**config.mk**
```make
export PLATFORM = sky130hd
export DESIGN_NAME = aging_priority_queue_unit
export DESIGN_NICKNAME = d
export VERILOG_FILES = /design/src/sv/apq_pkg.sv /design/src/sv/apq_ram.sv /design/src/sv/aging_priority_queue_unit.sv
export SDC_FILE = /design/constraint.sdc
export NUM_CORES = 2
export LEC_CHECK = 0
export ABC_AREA = 0
export BUFFER_PORTS_ARGS = -buffer_cell sky130_fd_sc_hd__buf_4
export CAP_MARGIN = 30
export CORE_ASPECT_RATIO = 1.2
export CORE_MARGIN = 10
export CORE_UTILIZATION = 30
export CTS_CLUSTER_DIAMETER = 80
export CTS_CLUSTER_SIZE = 28
export DETAILED_ROUTE_END_ITERATION = 8
export GPL_ROUTABILITY_DRIVEN = 0
export GPL_TIMING_DRIVEN = 0
export PLACE_DENSITY_LB_ADDON = 0.2
export SETUP_SLACK_MARGIN = 0.3
export SYNTH_ARGS = -nofsm -noshare
export SYNTH_HDL_FRONTEND = slang
export SYNTH_HIERARCHICAL = 1
export SYNTH_SLANG_ARGS = --single-unit
```
**constraint.sdc**
```tcl
create_clock -name i_clk -period 11 [get_ports i_clk]
set_input_delay 3.3 -clock i_clk [delete_from_list [all_inputs] [get_ports i_clk]]
set_output_delay 3.3 -clock i_clk [all_outputs]
set_load 0.03 [all_outputs]
```
**src/sv/apq_pkg.sv**
```systemverilog
// Shared types and constants for the aging priority queue.
// No dependencies; used by the queue unit.
package apq_pkg;

    localparam int NUM_PROCS = 16;
    localparam int ID_W      = $clog2(NUM_PROCS);
    localparam int CNT_W     = $clog2(NUM_PROCS + 1);
    localparam int PRIO_W    = 4;
    localparam int TIMER_W   = 16;
    localparam int SUM_W     = 32;
    localparam int QCNT_W    = 16;
    localparam int CFG_W     = 16;

    typedef enum logic [1:0] {
        FUNC_TICK    = 2'd0,
        FUNC_INSERT  = 2'd1,
        FUNC_DEQUEUE = 2'd2,
        FUNC_NOP     = 2'd3
    } t_func;

    typedef enum logic [1:0] {
        ST_OK    = 2'd0,
        ST_EMPTY = 2'd1,
        ST_FULL  = 2'd2
    } t_status;

    typedef enum logic {
        CFG_AGING_PERIOD = 1'b0,
        CFG_MAX_PRIORITY = 1'b1
    } t_cfg;

    typedef enum logic [3:0] {
        S_IDLE,
        S_INS_RD,
        S_INS_WR,
        S_INS_SHIFT,
        S_DEQ_RD,
        S_DEQ_WR,
        S_AGE_RD,
        S_AGE_CHK,
        S_AGE_DIV,
        S_AGE_WR,
        S_SORT,
        S_DONE
    } t_state;

    typedef struct packed {
        logic [PRIO_W-1:0]  prio;
        logic [TIMER_W-1:0] timer;
        logic [TIMER_W-1:0] wmin;
        logic [TIMER_W-1:0] wmax;
        logic [SUM_W-1:0]   wsum;
        logic [QCNT_W-1:0]  qcnt;
    } t_entry;

    localparam int ENTRY_W = $bits(t_entry);

endpackage

```
**src/sv/apq_ram.sv**
```systemverilog
// Generic single-port-write, single-port-read RAM with registered read data.
// No dependencies.
module apq_ram #(
    parameter int DEPTH = 16,
    parameter int WIDTH = 8
) (
    input  logic                     i_clk,
    input  logic                     i_we,
    input  logic [$clog2(DEPTH)-1:0] i_waddr,
    input  logic [WIDTH-1:0]         i_wdata,
    input  logic [$clog2(DEPTH)-1:0] i_raddr,
    output logic [WIDTH-1:0]         o_rdata
);

    logic [WIDTH-1:0] r_mem [DEPTH];
    logic [WIDTH-1:0] r_rdata;

    always_ff @(posedge i_clk) begin
        if (i_we) begin
            r_mem[i_waddr] <= i_wdata;
        end
        r_rdata <= r_mem[i_raddr];
    end

    assign o_rdata = r_rdata;

endmodule

```
**src/sv/aging_priority_queue_unit.sv**
```systemverilog
// Aging priority queue: one result per request, registered after the last step.
// Insert: read, write, shift past higher keys. Dequeue: read, write. Failed request or
// empty tick: result at once. Tick, per entry: read, check, 16-step remainder (skipped
// for period zero), write (both skipped for a saturated timer); then 16 sort passes.
// Sequential: next request is taken the cycle after the result is registered.
// Synchronous active-low reset empties the queue and marks all per-id state zero.
// Uses apq_pkg and apq_ram.
module aging_priority_queue_unit (
    input  logic                         i_clk,
    input  logic                         i_rst_n,
    input  logic                         i_in_valid,
    output logic                         o_in_ready,
    input  logic [1:0]                   i_func,
    input  logic [3:0]                   i_proc_id,
    input  logic [3:0]                   i_base_priority,
    output logic                         o_out_valid,
    input  logic                         i_out_ready,
    output logic [1:0]                   o_status,
    output logic [3:0]                   o_out_id,
    output logic [15:0]                  o_out_wait,
    output logic [15:0]                  o_out_wait_min,
    output logic [15:0]                  o_out_wait_max,
    output logic [31:0]                  o_out_wait_sum,
    output logic [15:0]                  o_out_times_queued,
    output logic [4:0]                   o_occupancy,
    input  logic                         i_cfg_valid,
    output logic                         o_cfg_ready,
    input  logic                         i_cfg_index,
    input  logic [apq_pkg::CFG_W-1:0]    i_cfg_data
);

    apq_pkg::t_state                  r_state, n_state;
    logic [apq_pkg::ID_W-1:0]         r_id;
    logic [apq_pkg::PRIO_W-1:0]       r_prio_in;
    logic [apq_pkg::CNT_W-1:0]        r_count;
    logic [apq_pkg::ID_W-1:0]         r_order [apq_pkg::NUM_PROCS];
    logic [apq_pkg::PRIO_W-1:0]       r_key   [apq_pkg::NUM_PROCS];
    logic [apq_pkg::CNT_W-1:0]        r_idx;
    logic [apq_pkg::ID_W-1:0]         r_pass;
    logic [3:0]                       r_bit;
    logic [apq_pkg::TIMER_W-1:0]      r_rem;
    apq_pkg::t_entry                  r_entry;
    logic [apq_pkg::TIMER_W-1:0]      r_period;
    logic [apq_pkg::PRIO_W-1:0]       r_maxp;
    logic [apq_pkg::NUM_PROCS-1:0]    r_mem_valid;
    logic                             r_rd_valid;

    apq_pkg::t_status                 r_res_status;
    apq_pkg::t_entry                  r_res;
    logic [apq_pkg::ID_W-1:0]         r_res_id;
    logic [apq_pkg::TIMER_W-1:0]      r_res_wait;

    logic                             r_out_valid;
    logic [1:0]                       r_o_status;
    logic [3:0]                       r_o_id;
    logic [15:0]                      r_o_wait, r_o_min, r_o_max, r_o_qcnt;
    logic [31:0]                      r_o_sum;
    logic [4:0]                       r_o_occ;

    logic                             in_acc;
    logic                             done_go;
    logic                             mem_we;
    logic [apq_pkg::ID_W-1:0]         mem_waddr, mem_raddr;
    apq_pkg::t_entry                  mem_wdata, mem_rdata, rd;
    apq_pkg::t_entry                  ins_e, deq_e, age_e, chk_e;
    logic [apq_pkg::ID_W-1:0]         top_id;
    logic [apq_pkg::ID_W-1:0]         ip, ip1;
    logic                             shift_on;
    logic [apq_pkg::TIMER_W:0]        rem_sh;
    logic [apq_pkg::TIMER_W-1:0]      rem_nx;
    logic [apq_pkg::SUM_W:0]          sum_ext;
    logic                             last_slot;

    apq_ram #(
        .DEPTH (apq_pkg::NUM_PROCS),
        .WIDTH (apq_pkg::ENTRY_W)
    ) u_ram (
        .i_clk   (i_clk),
        .i_we    (mem_we),
        .i_waddr (mem_waddr),
        .i_wdata (mem_wdata),
        .i_raddr (mem_raddr),
        .o_rdata (mem_rdata)
    );

    assign rd        = r_rd_valid ? mem_rdata : '0;
    assign in_acc    = i_in_valid && o_in_ready;
    assign done_go   = (r_state == apq_pkg::S_DONE) && (!r_out_valid || i_out_ready);
    assign top_id    = r_order[apq_pkg::ID_W'(r_count - 1'b1)];
    assign ip        = r_idx[apq_pkg::ID_W-1:0];
    assign ip1       = apq_pkg::ID_W'(r_idx - 1'b1);
    assign shift_on  = (r_idx != '0) && (r_key[ip1] > r_prio_in);
    assign rem_sh    = {r_rem, r_entry.timer[r_bit]};
    assign rem_nx    = (rem_sh >= {1'b0, r_period}) ? apq_pkg::TIMER_W'(rem_sh - {1'b0, r_period})
                                                    : rem_sh[apq_pkg::TIMER_W-1:0];
    assign sum_ext   = {1'b0, rd.wsum} + {{(apq_pkg::SUM_W-apq_pkg::TIMER_W+1){1'b0}}, rd.timer};
    assign last_slot = (r_idx + 1'b1) == r_count;

    always_comb begin
        ins_e       = rd;
        ins_e.prio  = r_prio_in;
        ins_e.timer = '0;
        if (rd.qcnt != '1) begin
            ins_e.qcnt = rd.qcnt + 1'b1;
        end

        deq_e = rd;
        if (rd.wmin == '0 || rd.timer < rd.wmin) begin
            deq_e.wmin = rd.timer;
        end
        if (rd.timer > rd.wmax) begin
            deq_e.wmax = rd.timer;
        end
        deq_e.wsum  = sum_ext[apq_pkg::SUM_W] ? '1 : sum_ext[apq_pkg::SUM_W-1:0];
        deq_e.timer = '0;

        chk_e       = rd;
        chk_e.timer = rd.timer + 1'b1;

        age_e = r_entry;
        if (r_period != '0 && r_rem == '0 && r_entry.prio < r_maxp) begin
            age_e.prio = r_entry.prio + 1'b1;
        end
    end

    always_comb begin
        n_state = r_state;
        case (r_state)
            apq_pkg::S_IDLE: begin
                if (in_acc) begin
                    case (apq_pkg::t_func'(i_func))
                        apq_pkg::FUNC_TICK:
                            n_state = (r_count == '0) ? apq_pkg::S_DONE : apq_pkg::S_AGE_RD;
                        apq_pkg::FUNC_INSERT:
                            n_state = (r_count == apq_pkg::CNT_W'(apq_pkg::NUM_PROCS))
                                    ? apq_pkg::S_DONE : apq_pkg::S_INS_RD;
                        apq_pkg::FUNC_DEQUEUE:
                            n_state = (r_count == '0) ? apq_pkg::S_DONE : apq_pkg::S_DEQ_RD;
                        default:
                            n_state = apq_pkg::S_DONE;
                    endcase
                end
            end
            apq_pkg::S_INS_RD:    n_state = apq_pkg::S_INS_WR;
            apq_pkg::S_INS_WR:    n_state = apq_pkg::S_INS_SHIFT;
            apq_pkg::S_INS_SHIFT: n_state = shift_on ? apq_pkg::S_INS_SHIFT : apq_pkg::S_DONE;
            apq_pkg::S_DEQ_RD:    n_state = apq_pkg::S_DEQ_WR;
            apq_pkg::S_DEQ_WR:    n_state = apq_pkg::S_DONE;
            apq_pkg::S_AGE_RD:    n_state = apq_pkg::S_AGE_CHK;
            apq_pkg::S_AGE_CHK: begin
                if (rd.timer == '1) begin
                    n_state = last_slot ? apq_pkg::S_SORT : apq_pkg::S_AGE_RD;
                end else if (r_period == '0) begin
                    n_state = apq_pkg::S_AGE_WR;
                end else begin
                    n_state = apq_pkg::S_AGE_DIV;
                end
            end
            apq_pkg::S_AGE_DIV:   n_state = (r_bit == '0) ? apq_pkg::S_AGE_WR : apq_pkg::S_AGE_DIV;
            apq_pkg::S_AGE_WR:    n_state = last_slot ? apq_pkg::S_SORT : apq_pkg::S_AGE_RD;
            apq_pkg::S_SORT:      n_state = (r_pass == '1) ? apq_pkg::S_DONE : apq_pkg::S_SORT;
            apq_pkg::S_DONE:      n_state = done_go ? apq_pkg::S_IDLE : apq_pkg::S_DONE;
            default:              n_state = apq_pkg::S_IDLE;
        endcase
    end

    always_comb begin
        o_in_ready = (r_state == apq_pkg::S_IDLE);
        mem_we     = 1'b0;
        mem_waddr  = r_id;
        mem_wdata  = age_e;
        mem_raddr  = r_id;
        case (r_state)
            apq_pkg::S_AGE_RD: mem_raddr = r_order[ip];
            apq_pkg::S_INS_WR: begin
                mem_we    = 1'b1;
                mem_wdata = ins_e;
            end
            apq_pkg::S_DEQ_WR: begin
                mem_we    = 1'b1;
                mem_wdata = deq_e;
            end
            apq_pkg::S_AGE_WR: mem_we = 1'b1;
            default: ;
        endcase
    end

    always_ff @(posedge i_clk) begin
        if (!i_rst_n) begin
            r_state     <= apq_pkg::S_IDLE;
            r_count     <= '0;
            r_mem_valid <= '0;
            r_rd_valid  <= 1'b0;
            r_out_valid <= 1'b0;
            r_period    <= apq_pkg::TIMER_W'(30);
            r_maxp      <= apq_pkg::PRIO_W'(15);
        end else begin
            r_state    <= n_state;
            r_rd_valid <= r_mem_valid[mem_raddr];
            if (mem_we) begin
                r_mem_valid[mem_waddr] <= 1'b1;
            end
            if (i_cfg_valid) begin
                case (apq_pkg::t_cfg'(i_cfg_index))
                    apq_pkg::CFG_AGING_PERIOD: r_period <= i_cfg_data[apq_pkg::TIMER_W-1:0];
                    apq_pkg::CFG_MAX_PRIORITY: r_maxp   <= i_cfg_data[apq_pkg::PRIO_W-1:0];
                    default: ;
                endcase
            end
            if (r_state == apq_pkg::S_INS_SHIFT && !shift_on) begin
                r_count <= r_count + 1'b1;
            end
            if (r_state == apq_pkg::S_DEQ_WR) begin
                r_count <= r_count - 1'b1;
            end
            if (done_go) begin
                r_out_valid <= 1'b1;
            end else if (i_out_ready) begin
                r_out_valid <= 1'b0;
            end
        end
    end

    always_ff @(posedge i_clk) begin
        if (in_acc) begin
            r_id         <= (apq_pkg::t_func'(i_func) == apq_pkg::FUNC_DEQUEUE) ? top_id
                                                                                : i_proc_id;
            r_prio_in    <= i_base_priority;
            r_idx        <= '0;
            r_pass       <= '0;
            r_res        <= '0;
            r_res_id     <= '0;
            r_res_wait   <= '0;
            if (apq_pkg::t_func'(i_func) == apq_pkg::FUNC_INSERT
                    && r_count == apq_pkg::CNT_W'(apq_pkg::NUM_PROCS)) begin
                r_res_status <= apq_pkg::ST_FULL;
            end else if (apq_pkg::t_func'(i_func) == apq_pkg::FUNC_DEQUEUE
                    && r_count == '0) begin
                r_res_status <= apq_pkg::ST_EMPTY;
            end else begin
                r_res_status <= apq_pkg::ST_OK;
            end
        end
        case (r_state)
            apq_pkg::S_INS_WR: begin
                for (int k = 0; k < apq_pkg::NUM_PROCS; k++) begin
                    if (r_order[k] == r_id) begin
                        r_key[k] <= r_prio_in;
                    end
                end
                r_idx <= r_count;
            end
            apq_pkg::S_INS_SHIFT: begin
                if (shift_on) begin
                    r_order[ip] <= r_order[ip1];
                    r_key[ip]   <= r_key[ip1];
                    r_idx       <= r_idx - 1'b1;
                end else begin
                    r_order[ip] <= r_id;
                    r_key[ip]   <= r_prio_in;
                end
            end
            apq_pkg::S_DEQ_WR: begin
                r_res      <= deq_e;
                r_res_id   <= r_id;
                r_res_wait <= rd.timer;
            end
            apq_pkg::S_AGE_RD: r_id <= r_order[ip];
            apq_pkg::S_AGE_CHK: begin
                r_entry <= chk_e;
                r_rem   <= '0;
                r_bit   <= 4'd15;
                if (rd.timer == '1) begin
                    r_idx <= r_idx + 1'b1;
                end
            end
            apq_pkg::S_AGE_DIV: begin
                r_rem <= rem_nx;
                r_bit <= r_bit - 1'b1;
            end
            apq_pkg::S_AGE_WR: begin
                for (int k = 0; k < apq_pkg::NUM_PROCS; k++) begin
                    if (r_order[k] == r_id) begin
                        r_key[k] <= age_e.prio;
                    end
                end
                r_idx <= r_idx + 1'b1;
            end
            apq_pkg::S_SORT: begin
                for (int j = 0; j < apq_pkg::NUM_PROCS - 1; j++) begin
                    if ((j % 2) == int'(r_pass[0]) && (j + 1) < int'(r_count)
                            && r_key[j] > r_key[j+1]) begin
                        r_order[j]   <= r_order[j+1];
                        r_order[j+1] <= r_order[j];
                        r_key[j]     <= r_key[j+1];
                        r_key[j+1]   <= r_key[j];
                    end
                end
                r_pass <= r_pass + 1'b1;
            end
            default: ;
        endcase
        if (done_go) begin
            r_o_status <= r_res_status;
            r_o_id     <= r_res_id;
            r_o_wait   <= r_res_wait;
            r_o_min    <= r_res.wmin;
            r_o_max    <= r_res.wmax;
            r_o_sum    <= r_res.wsum;
            r_o_qcnt   <= r_res.qcnt;
            r_o_occ    <= r_count;
        end
    end

    assign o_cfg_ready        = 1'b1;
    assign o_out_valid        = r_out_valid;
    assign o_status           = r_o_status;
    assign o_out_id           = r_o_id;
    assign o_out_wait         = r_o_wait;
    assign o_out_wait_min     = r_o_min;
    assign o_out_wait_max     = r_o_max;
    assign o_out_wait_sum     = r_o_sum;
    assign o_out_times_queued = r_o_qcnt;
    assign o_occupancy        = r_o_occ;

endmodule

```
Yosys cells after proc, flatten, opt, wreduce, memory -nomap -nowiden:

Memory sizes are Yosys's and may differ from the RTL's. A register that Yosys moved wholly into a read port is not among the register bits.
Index checks and enable logic that the tools add are counted.

* $add $sub $neg: 11
* order comparisons: 39
* equal/unequal tests: 35
* muxes and demuxes: 251
* bitwise operators: 65
* reductions and logical operators: 63

Operator list (number)
* $mux W4: 82
* $pmux W100 S2: 1
* $mux W80: 2
* $mux W1: 145
* $mux W100: 1
* $mux W16: 6
* $eq A4 B4 Y1: 16
* $gt A4 B4 Y1: 16
* $or A1 B1 Y1: 62
* $logic_not A16 Y1: 3
* $pmux W4 S12: 1
* $lt A4 B5 Y1 const A: 8
* $logic_and A1 B1 Y1: 39
* $add A32 B16 Y33: 1
* $add A16 B1 Y16 const B: 2
* $mux W32: 1
* $pmux W16 S2: 1
* $mux W5: 5
* $eq A4 B4 Y1 const B: 5
* $lt A3 B5 Y1 const A: 4
* $pmux W5 S4: 1
* $ge A17 B16 Y1: 1
* $eq A16 B16 Y1 const B: 1
* $eq A4 B3 Y1 const B: 4
* 37 further kinds: 56

* register bits after elaboration: 393
* RAM bits: 1728
* input port bits: 32
* output and inout bits: 110
* logic and storage cells: 501
* memories kept: 3

Memories
* u_ram.r_mem: words 16, bits a word 100, rd ports 1, clocked after Yosys merged registers in 1, wr ports 1, RTL line apq_ram.sv:15 `logic [WIDTH-1:0] r_mem [DEPTH];`
* r_key: words 16, bits a word 4, rd ports 17, clocked after Yosys merged registers in 0, wr ports 16, RTL line aging_priority_queue_unit.sv:37 `logic [apq_pkg::PRIO_W-1:0] r_key [apq_pkg::NUM_PROCS];`
* r_order: words 16, bits a word 4, rd ports 19, clocked after Yosys merged registers in 1, wr ports 16, RTL line aging_priority_queue_unit.sv:36 `logic [apq_pkg::ID_W-1:0] r_order [apq_pkg::NUM_PROCS];`

Depth between registers and ports, before layout:

An unclocked memory read counts as a cell.

* word-level depth: 10
* gate-level depth with buffers: 20
* gate-level depth less buffers: 14

Modules after synthesis:

The synthesis kept the hierarchy.

By module, submodules not included
* apq_ram: times used 1, cells each 2560, area an instance 61778.0 um^2, seq. area each 50048.0 um^2
* aging_priority_queue_unit: times used 1, cells each 3115, area an instance 32658.8 um^2, seq. area each 15124.5 um^2

Worst setup path after synthesis:

Ideal clock, no wire load.

* path type: input to register
* from: in i_out_ready
* to: reg r_o_occ[0], in the netlist o_occupancy[0] (enable)
* setup time: 0.705 ns
* data arrival time: 10.644 ns
* data required time: 10.295 ns
* setup slack: -0.349 ns
* stages on the path: 2
* path buffers: 0
* path through: nor2b_1 > nor3_1

* longest elaborated chain between the ends: 2

RTL lines
* start, declared: RTL line aging_priority_queue_unit.sv:17 `input logic i_out_ready,`
* $logic_or A1 B1 Y1: RTL line aging_priority_queue_unit.sv:88 `assign done_go = (r_state == apq_pkg::S_DONE) && (!r_out_valid || i_out_ready);`
* $logic_and A1 B1 Y1: RTL line aging_priority_queue_unit.sv:88
* named net done_go: RTL line aging_priority_queue_unit.sv:61 `logic done_go;`
* end signal, assigned: RTL line aging_priority_queue_unit.sv:311 `r_o_occ <= r_count;`
* end, declared: RTL line aging_priority_queue_unit.sv:58 `logic [4:0] r_o_occ;`

The timed path passes the listed nets, and every way through them passes these cells.
A chain may end at the register's enable or synchronous reset.

==> flow_summary_export.csv <==
group,metric,value,unit
worst_setup_path,endpoint_kind,"register",
clock_network,cts_tree,"built",
global_route,antenna_found_initial,21,
floorplan,die_w,532,µm
clock_network,path_clk_slew,0.10,ns
route,ant_nets,0,
floorplan,die_area,338000,µm²
sta,max_freq,0.111,GHz
power_and_ir_drop,leakage,35.7,nW
clock_network,cts_setup_buffers,0,
yosys,synth-edff-count,2069,
clock_network,cts_buffers,119,
sta,rsz0062_at_grt,"false",
global_route,grt_overflow_total,0,
yosys,async_reset_ff_frac,0,
worst_setup_path,crit_arrival,9.54,ns
worst_setup_path,setup.worst_path.class,"reg -> reg",
yosys,synth_cells,5675,
sta,slew_headroom,0.253,
yosys,avgSynthCellArea,16.6,µm²
finish,final_cell_mix,"edfxtp_1, mux4_2, nand2_1",
sta,fin_ws,1.98,ns
finish,layout_commonest_cell,"edfxtp_1",
finish,num-fill-cells,29811,
route,via_count,55938,
sta,slew_viol_final,0,
yosys,netlist-cell-type-count,81,
yosys,synth_compound_area_frac,0.0702,
yosys,synth_seq_cells,2221,
clock_network,cts_resized,0,
floorplan,core-area,313000,µm²
global_route,track_usage,0.180,
route,drc,0,
placed_design,place_hpwl,225000,µm
yosys,seq_area_frac_synth,0.690,
yosys,synth_top_family_by_area,"multiplexers",
clock_network,cts_max_level,3,
yosys,yosys.area_share.adder,0.0188,
power_and_ir_drop,power_density,229,nW/µm²
sta,finalCritPeriodShare,0.820,
yosys,yosys-mux-area-fraction,0.132,
clock_network,clock-root-buffer,"clkbuf_16",
placed_design,dp_worst_setup_slack,2.19,ns
sta,whs,0.409,ns
finish,drive_gt1_frac,0.196,
hold_path,min_path_type,"reg -> reg",
route,drt_pass1_iterations,6,
power_and_ir_drop,ir_drop,164,µV
sta,worst_slew_pin_slew,1.11,ns
floorplan,fp.dieH,635,µm
yosys,synthFlopType,"edfxtp_1",
global_route,grt_pass1_wl,441000,µm
clock_network,clk_latency,0.86,ns
yosys,synth_area,94400,µm²
floorplan,rows,225,
worst_setup_path,critPathRequiredTime,11.52,ns
yosys,synth_warnings,6,
global_route,grt_max_degree,56,
clock_network,postCtsHoldBufs,0,
sta,hold_viol,0,
finish,area_growth_syn_to_layout,15.1,%
placed_design,port_buffers,139,
finish,finalNetCount,6338,
sta,setup_viol,0,
status,status,"complete, no violations",
route,drt_wl_total,315000,µm
clock_network,clock_path_buffers,3,
job,drv_cap,0,
route,vias_per_cell,5.34,
yosys,yosys.area_share.simple,0.0505,
route,drtIter0Drc,6426,
sta,finClkSkew,0.0878,ns
yosys,synth_xor_area_frac,0.0137,
sta,fin_crit,9.02,ns
route,wl_per_cell,30.0,µm
floorplan,start_util,0.301,
floorplan,io-pin-count,142,
global_route,grt_pass1_vias,56317,
clock_network,clock-sinks,2221,
worst_setup_path,crit_fanout,10,
yosys,synth_nets,5846,
worst_setup_path,crit_path_start_kind,"register",
path summary, 6_finish.rpt:
check / from / endpoint / slack [ns] / depth (start not counted)
worst min-delay path: r_res[34] / o_out_wait_sum[18] / 0.41 / 0
worst min register to register: r_res[34] / o_out_wait_sum[18] / 0.41 / 0
worst max-delay path: r_idx[1] / r_key[14][1] / 1.98 / 18
worst max register to register: r_idx[1] / r_key[14][1] / 1.98 / 18
critical path: stages (launching register included):
cell	delay (ns)
dfxtp_1	0.52
buf_1	0.66
clkbuf_1	0.71
inv_1	0.20
ha_1	0.32
clkbuf_1	0.65
clkbuf_1	0.82
mux4_2	0.47
mux4_2	0.52
ha_1	0.30
nor2b_1	0.13
o21a_1	0.17
o21a_1	0.17
o211ai_1	0.48
nand2_1	0.28
clkbuf_1	0.48
a21oi_1	0.76
clkbuf_1	0.86
mux2i_1	0.16
cells in the mapped netlist, drive strengths merged, types with 132 or more instances:
| master | instances | area share |
|---|---|---|
| a21oi | 178 | 0.0094 |
| a22oi | 244 | 0.019 |
| buf | 132 | 0.0081 |
| clkbuf | 199 | 0.0079 |
| dfxtp | 152 | 0.032 |
| edfxtp | 2069 | 0.66 |
| ha | 138 | 0.018 |
| inv | 209 | 0.0083 |
| mux2i | 151 | 0.016 |
| mux4 | 482 | 0.11 |
| nand2 | 388 | 0.015 |
| nor2 | 208 | 0.0083 |
| o21ai | 152 | 0.0081 |
state kept, by name, indices dropped and copies added (netlist names), 32 cells and up:
| signal | flops |
|---|---|
| age_e | 96 |
| o_out_wait_sum | 32 |
| r_key | 64 |
| r_order | 64 |
| r_res | 80 |
| u_ram/o_rdata | 100 |
| u_ram/r_mem | 1600 |
routing by layer:
layer,vias up,share of wire,global-route usage
met5,-,0.000032,0
met4,2,0.031,0.0537
met3,407,0.063,0.0231
met2,2207,0.49,0.305
met1,29741,0.42,0.241
li1,23581,-,-
cells by family after synthesis:
kind of cell | count (synthesis)
DFF | 2221
AOI/OAI and AO/OA | 963
and+or+nand+nor | 1015
buffers and inverters | 541
xor gates and xnor gates | 148
other | 1
adders and majority gates | 142
muxes | 644
layout make-up:
class	instances	area [µm²]	area share
Multi-Input combinational cell	2913	27100	0.250
Antenna cell	11	27.5	0.000253
Buffer	331	1520	0.0140
Timing Repair Buffer	371	4380	0.0403
Tap cell	4199	5250	0.0483
Clock inverter	74	1260	0.0116
Sequential cell	2221	65200	0.599
Inverter	210	793	0.00729
Clock buffer	153	3180	0.0292
where the power goes:
group,leakage (nW),total (mW),switching [mW],internal [mW]
combinational,14.0,7.84,5.13,2.71
clock,2.13,5.58,3.19,2.38
sequential,19.6,11.4,0.390,11.0
stage by stage:
stage | power (mW) | instance area [µm²] | utilization | setup TNS, ns | cells
floorplan | 16.0 | 94400 | - | 0 | 5675
finish | 24.9 | 109000 | 0.347 | 0 | 10483
CTS | 25.0 | 109000 | 0.347 | 0 | 10459
global route | 25.8 | 109000 | 0.347 | 0 | 10475
detailed placement | 19.4 | 104000 | 0.332 | 0 | 10232
global placement | 19.0 | 101000 | 0.322 | -9833.92 | 10013
Power figures use the tool's default switching activity.
